File: src/rtl/jsp_pkg.sv
`timescale 1ns / 1ps
// ----------------------------------------------------------------------------
// jsp_pkg: shared types and constants of the json structure prescan
// Beat payload structs, configuration register indexes, character codes.
// ----------------------------------------------------------------------------
package jsp_pkg;

  // default width of the internal byte counter
  localparam int unsigned COUNT_WIDTH_DEF = 20;

  // field widths
  localparam int unsigned DEPTH_W  = 5;
  localparam int unsigned LENGTH_W = 20;
  localparam int unsigned MATCH_W  = 3;
  localparam int unsigned CFG_W    = 20;
  localparam int unsigned CFG_IDX_W = 1;

  // register indexes
  typedef enum logic [CFG_IDX_W-1:0] {
    CFG_MAX_DEPTH  = 1'b0,
    CFG_MAX_LENGTH = 1'b1
  } cfg_idx_e;

  // register reset values
  localparam logic [DEPTH_W-1:0]  MAX_DEPTH_RST  = 5'd12;
  localparam logic [LENGTH_W-1:0] MAX_LENGTH_RST = 20'd65536;

  // saturation points
  localparam logic [DEPTH_W-1:0]  DEPTH_MAX = 5'd31;
  localparam logic [LENGTH_W-1:0] OUT_MAX   = 20'hFFFFF;

  // escape match progress: backslash, u, then four zeros
  localparam logic [MATCH_W-1:0] MATCH_IDLE  = 3'd0;
  localparam logic [MATCH_W-1:0] MATCH_BSL   = 3'd1;
  localparam logic [MATCH_W-1:0] MATCH_U     = 3'd2;
  localparam logic [MATCH_W-1:0] MATCH_LAST0 = 3'd5;

  // character codes
  localparam logic [7:0] CH_NUL    = 8'h00;
  localparam logic [7:0] CH_BSLASH = 8'h5C;
  localparam logic [7:0] CH_QUOTE  = 8'h22;
  localparam logic [7:0] CH_LBRACE = 8'h7B;
  localparam logic [7:0] CH_LBRACK = 8'h5B;
  localparam logic [7:0] CH_RBRACE = 8'h7D;
  localparam logic [7:0] CH_RBRACK = 8'h5D;
  localparam logic [7:0] CH_U      = 8'h75;
  localparam logic [7:0] CH_ZERO   = 8'h30;

  // input beat
  typedef struct packed {
    logic [7:0] data_byte;
    logic       last_byte;
  } in_beat_t;

  // result beat
  typedef struct packed {
    logic                valid_res;
    logic [LENGTH_W-1:0] bytes_seen;
  } out_beat_t;

endpackage

File: src/rtl/json_structure_prescan.sv
`timescale 1ns / 1ps
// ----------------------------------------------------------------------------
// json_structure_prescan: streaming structural check of json messages
// Tracks strings, escapes, bracket depth and length; one verdict per message.
// ----------------------------------------------------------------------------
// Usage:
//   Input channel takes one byte of the message per beat (in_valid_i,
//   in_stall_o, in_data_i); last_byte marks the final byte of a message.
//   One byte is taken every cycle unless in_stall_o is high; the per-byte
//   update of the string, escape, depth and counter state is a single
//   registered step, so with in_stall_o low the rate is one byte per cycle.
//   Only the last byte of a message yields a result beat (valid_res,
//   bytes_seen), presented on the cycle after that byte is taken, from an
//   output register. That register is the only buffer: while it holds a
//   result and out_stall_i is high, in_stall_o is high.
//   The configuration port writes max_depth (index 0) or max_length
//   (index 1) at any edge with cfg_we_i high; write only between messages.
//   Reset clears all message state and the output register and loads the
//   register defaults (max_depth 12, max_length 65536).
// ----------------------------------------------------------------------------
module json_structure_prescan #(
  parameter int unsigned COUNT_WIDTH = jsp_pkg::COUNT_WIDTH_DEF
) (
  input  logic                           clk_i,
  input  logic                           rst_ni,
  // configuration write port
  input  logic                           cfg_we_i,
  input  logic [jsp_pkg::CFG_IDX_W-1:0]  cfg_idx_i,
  input  logic [jsp_pkg::CFG_W-1:0]      cfg_data_i,
  // input byte channel
  input  logic                           in_valid_i,
  output logic                           in_stall_o,
  input  jsp_pkg::in_beat_t              in_data_i,
  // result channel
  output logic                           out_valid_o,
  input  logic                           out_stall_i,
  output jsp_pkg::out_beat_t             out_data_o
);
  import jsp_pkg::*;

  localparam int unsigned CMP_W = (COUNT_WIDTH > LENGTH_W) ? COUNT_WIDTH : LENGTH_W;

  // configuration registers
  logic [DEPTH_W-1:0]  max_depth_q;
  logic [LENGTH_W-1:0] max_length_q;

  // message state
  logic                   in_string_q, in_string_d;
  logic                   escape_q, escape_d;
  logic [DEPTH_W-1:0]     depth_q, depth_d;
  logic [MATCH_W-1:0]     match_q, match_d;
  logic [COUNT_WIDTH-1:0] count_q, count_d;
  logic                   failed_q, failed_d;

  // output register
  logic      out_valid_q, out_valid_d;
  out_beat_t out_data_q, out_data_d;

  logic       in_fire;
  logic       in_last;
  logic [7:0] ch;
  logic       count_sat;
  logic [CMP_W-1:0] count_ext;
  logic [CMP_W-1:0] count_next_ext;
  logic [CMP_W-1:0] max_len_ext;

  assign in_stall_o = out_valid_q & out_stall_i;
  assign in_fire    = in_valid_i & ~in_stall_o;
  assign in_last    = in_data_i.last_byte;
  assign ch         = in_data_i.data_byte;

  assign count_sat      = &count_q;
  assign count_ext      = CMP_W'(count_q);
  assign count_next_ext = CMP_W'(count_d);
  assign max_len_ext    = CMP_W'(max_length_q);

  // register writes
  always_ff @(posedge clk_i or negedge rst_ni) begin
    if (!rst_ni) begin
      max_depth_q  <= MAX_DEPTH_RST;
      max_length_q <= MAX_LENGTH_RST;
    end else if (cfg_we_i) begin
      unique case (cfg_idx_i)
        CFG_MAX_DEPTH:  max_depth_q  <= cfg_data_i[DEPTH_W-1:0];
        CFG_MAX_LENGTH: max_length_q <= cfg_data_i[LENGTH_W-1:0];
        default: ;
      endcase
    end
  end

  // per-byte state update
  always_comb begin
    failed_d    = failed_q;
    in_string_d = in_string_q;
    escape_d    = escape_q;
    depth_d     = depth_q;
    match_d     = match_q;

    // length check and saturating count
    if (count_ext >= max_len_ext || count_sat) begin
      failed_d = 1'b1;
    end
    count_d = count_sat ? count_q : count_q + COUNT_WIDTH'(1);

    if (ch == CH_NUL) begin
      failed_d = 1'b1;
    end

    // escaped nul sequence tracking
    if (match_q == MATCH_BSL) begin
      match_d = (ch == CH_U) ? MATCH_U : MATCH_IDLE;
    end else if (match_q >= MATCH_U) begin
      if (ch == CH_ZERO) begin
        if (match_q == MATCH_LAST0) begin
          failed_d = 1'b1;
          match_d  = MATCH_IDLE;
        end else begin
          match_d = match_q + MATCH_W'(1);
        end
      end else begin
        match_d = MATCH_IDLE;
      end
    end

    // string, escape and bracket tracking
    if (in_string_q) begin
      if (escape_q) begin
        escape_d = 1'b0;
      end else if (ch == CH_BSLASH) begin
        escape_d = 1'b1;
        match_d  = MATCH_BSL;
      end else if (ch == CH_QUOTE) begin
        in_string_d = 1'b0;
      end
    end else if (ch == CH_QUOTE) begin
      in_string_d = 1'b1;
    end else if (ch == CH_LBRACE || ch == CH_LBRACK) begin
      if ({1'b0, depth_q} + 6'd1 > {1'b0, max_depth_q}) begin
        failed_d = 1'b1;
      end
      if (depth_q < DEPTH_MAX) begin
        depth_d = depth_q + DEPTH_W'(1);
      end
    end else if (ch == CH_RBRACE || ch == CH_RBRACK) begin
      if (depth_q == '0) begin
        failed_d = 1'b1;
      end else begin
        depth_d = depth_q - DEPTH_W'(1);
      end
    end
  end

  // result beat
  always_comb begin
    out_data_d.valid_res  = ~failed_d & ~in_string_d & (depth_d == '0);
    out_data_d.bytes_seen = (count_next_ext > CMP_W'(OUT_MAX)) ? OUT_MAX
                                                                : count_next_ext[LENGTH_W-1:0];
    out_valid_d = out_valid_q & out_stall_i;
    if (in_fire && in_last) begin
      out_valid_d = 1'b1;
    end
  end

  // state registers
  always_ff @(posedge clk_i or negedge rst_ni) begin
    if (!rst_ni) begin
      in_string_q <= 1'b0;
      escape_q    <= 1'b0;
      depth_q     <= '0;
      match_q     <= MATCH_IDLE;
      count_q     <= '0;
      failed_q    <= 1'b0;
      out_valid_q <= 1'b0;
    end else begin
      out_valid_q <= out_valid_d;
      if (in_fire) begin
        if (in_last) begin
          in_string_q <= 1'b0;
          escape_q    <= 1'b0;
          depth_q     <= '0;
          match_q     <= MATCH_IDLE;
          count_q     <= '0;
          failed_q    <= 1'b0;
        end else begin
          in_string_q <= in_string_d;
          escape_q    <= escape_d;
          depth_q     <= depth_d;
          match_q     <= match_d;
          count_q     <= count_d;
          failed_q    <= failed_d;
        end
      end
    end
  end

  // result payload, loaded with each last byte
  always_ff @(posedge clk_i or negedge rst_ni) begin
    if (!rst_ni) begin
      out_data_q <= '0;
    end else if (in_fire && in_last) begin
      out_data_q <= out_data_d;
    end
  end

  assign out_valid_o = out_valid_q;
  assign out_data_o  = out_data_q;

`ifndef ASSERT_OFF
  // a taken last byte always produces a result beat
  a_last_gives_result: assert property (@(posedge clk_i) disable iff (!rst_ni)
    in_fire && in_last |=> out_valid_q)
    else $error("last byte without result");

  // message state is cleared after the last byte
  a_clear_after_last: assert property (@(posedge clk_i) disable iff (!rst_ni)
    in_fire && in_last |=> (count_q == '0) && !in_string_q && !failed_q && (depth_q == '0))
    else $error("message state not cleared");

  // an escape can only be pending inside a string
  a_escape_in_string: assert property (@(posedge clk_i) disable iff (!rst_ni)
    escape_q |-> in_string_q)
    else $error("escape pending outside string");

  // match progress never passes the last zero
  a_match_range: assert property (@(posedge clk_i) disable iff (!rst_ni)
    match_q <= MATCH_LAST0)
    else $error("escape match out of range");

  // a stalled result is not overwritten by a new one
  a_no_overwrite: assert property (@(posedge clk_i) disable iff (!rst_ni)
    out_valid_q && out_stall_i |-> !in_fire)
    else $error("result overwritten under stall");
`endif

endmodule

File: config.mk
export PLATFORM = sky130hd
export DESIGN_NAME = json_structure_prescan
export DESIGN_NICKNAME = d
export VERILOG_FILES = /design/src/rtl/jsp_pkg.sv /design/src/rtl/json_structure_prescan.sv
export SDC_FILE = /design/constraint.sdc
export NUM_CORES = 1
export LEC_CHECK = 0
export ABC_AREA = 1
export BUFFER_PORTS_ARGS = -buffer_cell sky130_fd_sc_hd__buf_2
export CORE_MARGIN = 5
export CORE_UTILIZATION = 59
export CTS_CLUSTER_DIAMETER = 120
export DETAILED_ROUTE_END_ITERATION = 10
export PLACE_DENSITY = 0.83
export SETUP_SLACK_MARGIN = 0.15
export SYNTH_ARGS = -nofsm -noshare
export SYNTH_HDL_FRONTEND = slang
export SYNTH_SLANG_ARGS = --single-unit
File: constraint.sdc
create_clock -name clk_i -period 2.6 [get_ports clk_i]
set_input_delay 0.52 -clock clk_i [delete_from_list [all_inputs] [get_ports clk_i]]
set_output_delay 0.52 -clock clk_i [all_outputs]
set_load 0.01 [all_outputs]
==> results.yml <==
outcome:
  outcome: "completed"
critical_path:
  worstPathArrival_ps: 2430
  cp_max_fo: 6
  cp-end-kind: "register"
  cp.required_ps: 2890
  rrSetupSlack_ps: 460
  worstSetupStartpointType: "register"
  rr_worst_depth: 15
  crit_type: "register to register"
global_route:
  antenna_found_initial: 0
  use_met1_pct: 32.9
  use_met2_pct: 35.5
  grt_pass1_wl_mm: 18.4
  overflow: 0
  grt_use_total_pct: 22.9
  grt_max_degree: 79
  first_global_vias: 4028
  grt_busiest_layer: "met2"
  use_met3_pct: 5.31
cells_and_area:
  stdcell_area_sq_um: 5280
  diodes: 0
  area_growth_pct: 13.1
  fill_cells: 635
  seqCellArea_sq_um: 1960
  multi_input_area_sq_um: 2310
  nets: 749
  drive_gt1_share_pct: 15.3
clocking:
  cts_tree: "built"
  htree_levels: 3
  cts_setup_buffers: 0
  clock_path_buffers: 2
  clkSlewWorstSetupHoldPaths_ps: 90
  cts_sinks: 78
  worstSkewPairLatency_ps: 360
  numCtsBuffers: 9
  root_buffer: "clkbuf_8"
  ctsResizeCount: 0
  postCtsHoldBufs: 0
placement:
  dpl.hpwl_mm: 8.10
  gp_congestion: 0.933
  place_area_sq_um: 5060
  io_buffers: 57
timing:
  skew_ps: 12.5
  max_slew_margin_pct: 35.8
  rsz0062_at_grt: "false"
  period_share_pct: 82.4
  slew_viol_final: 0
  setup_viol: 0
  setup_tns_ps: 0
  layout_min_cycle_time_ps: 2140
  max_freq_mhz: 467
  hold_viol: 0
  max_slew.worst_pin.slew_ps: 963
power:
  powerDensity_nw_per_um2: 508
  max-vdd-ir-drop_v: 0.000391
  total_power_mw: 2.68
  p_leak_nw: 2.97
logic_synthesis:
  ys.flop_type: "dfrtp_1"
  yosysSeqAreaShare_pct: 41.9
  synth-seq-cells: 78
  synth_top_area_share_pct: 40.2
  ys_warn_count: 0
  syn-instance-count: 627
  synth_edf_count: 0
  yosysTopAreaCell: "dfrtp_1"
  syn_area_sq_um: 4670
  syn_nets: 690
  synth.distinct_cells: 35
  synth.area.top_cells: "dfrtp_1, nand2_1, ha_1"
  avgSynthCellArea_sq_um: 7.45
  async_reset_ff_share_pct: 100
route:
  num_vias: 4174
  antenna_left: 0
  dr.pass1.iters: 5
  route.detailed.drc: 0
  routed_wirelength_mm: 10.7
  dr.first_iter.drc_count: 276
  wl_per_cell_microns: 13.4
  vias_per_cell: 5.26
floorplan:
  die_w_microns: 99.0
  initial_core_util_pct: 60.4
  core_sq_um: 7730
  die_area_sq_um: 9790
  io_pins: 58
  num_rows: 32
  die_h_microns: 99.0
run:
  max_cap_viol_count: 0
worst_hold_path:
  min_path_type: "primary input to asynchronous set/reset pin"
==> power by group <==
group / leakage [nW] / internal, mW / total (mW) / switching (mW)
logic: 1.85 / 0.132 / 0.370 / 0.237
clock network: 0.111 / 0.506 / 0.979 / 0.472
registers: 1.01 / 1.29 / 1.33 / 0.0438
total: 2.97 / 1.93 / 2.68 / 0.753
==> registers in the layout (all words and copies together) (netlist names) <==
signal,count
out_data_o,21
count_ext,20
max_len_ext,20
depth_q,5
max_depth_q,5
match_q,3
escape_q,1
failed_q,1
in_string_q,1
out_valid_o,1
==> cell families (layout without fill, tap and decap cells) <==
kind of cell	count (synthesis)	in the layout	synth area share, %
buffers and inverters	105	169	8.55
flip-flops	78	78	41.9
XOR/XNOR	14	14	2.63
AO/OA/AOI/OAI	89	89	10.7
AND/OR/NAND/NOR	313	313	28.8
adder cells (fa/ha/maj)	28	28	7.50
==> per-layer routing <==
| metal | share of wire (%) | vias to the layer above |
|---|---|---|
| met5 | 0 | - |
| met4 | 0.47 | 0 |
| met3 | 7.4 | 7 |
| met2 | 46 | 165 |
| met1 | 46 | 1892 |
| li1 | - | 2110 |
==> critical path, stage by stage, from the launching register on <==
cell and delay [ps]:
dfrtp_1 480, ha_1 220, nand2_1 70, o21ai_0 240, nand2_1 90, ha_1 300
nand2_1 50, inv_1 70, nand4_1 80, nand2_1 80, nand2_1 40, nand2_1 90
nand2_1 60, nor2_1 100, nand2_1 60, nand2_1 50
==> synth_stat cells (5+ instances only) <==
cell / n
a21oi_1: 29
a22o_1: 5
clkbuf_1: 10
dfrtp_1: 75
ha_1: 28
inv_1: 83
inv_2: 6
nand2_1: 201
nand2_2: 5
nand3_1: 30
nand4_1: 6
nor2_1: 48
nor2_4: 6
nor3_1: 6
o21ai_0: 26
o21ai_1: 12
o22ai_1: 7
xor2_1: 13
==> final timing paths <==
kind | start | end
worst max-delay path | depth_q[0] | out_data_o[20]
worst min-delay path | rst_ni | out_data_o[4]
worst max register to register | depth_q[0] | out_data_o[20]
worst min register to register | out_data_o[15] | out_data_o[15]
max in group asynchronous | rst_ni | count_ext[12]
min in group clk_i | cfg_data_i[6] | max_len_ext[6]
==> final cells by class <==
class	count	area share, %
Multi-Input combinational cell	444	43.8
Sequential cell	78	37.0
Inverter	91	6.47
Timing Repair Buffer	62	6.16
Clock buffer	11	2.87
Tap cell	102	2.42
Clock inverter	5	1.23
==> cell usage in the layout, fill, tap and decap left out, drive strengths merged, types with 2 or more instances in the layout <==
master / Yosys / routed
nand4: 6 / 6
a22o: 5 / 5
buf: 4 / 62
xor2: 13 / 13
o21bai: 2 / 2
nand3: 32 / 32
a31oi: 2 / 2
nand2: 206 / 206
a21oi: 29 / 29
inv: 89 / 91
nor3: 8 / 8
dfrtp: 75 / 75
o21ai: 38 / 38
o211ai: 2 / 2
nor4: 2 / 2
clkbuf: 10 / 11
dfstp: 3 / 3
o22ai: 7 / 7
nor2: 58 / 58
ha: 28 / 28
clkinv: 2 / 4
==> metrics by stage <==
stage                     setup slack [ps]  utilization (%)  cells  hold slack [ps]
after floorplan                        804                -    627              224
after global placement                 599             65.5    777              457
after detailed placement               503             65.5    777              461
after CTS                              478             68.3    793              339
after global routing                   319             68.3    793              387
final                                  458             68.3    793              279
Note: power is estimated with default switching activity, not from simulation.
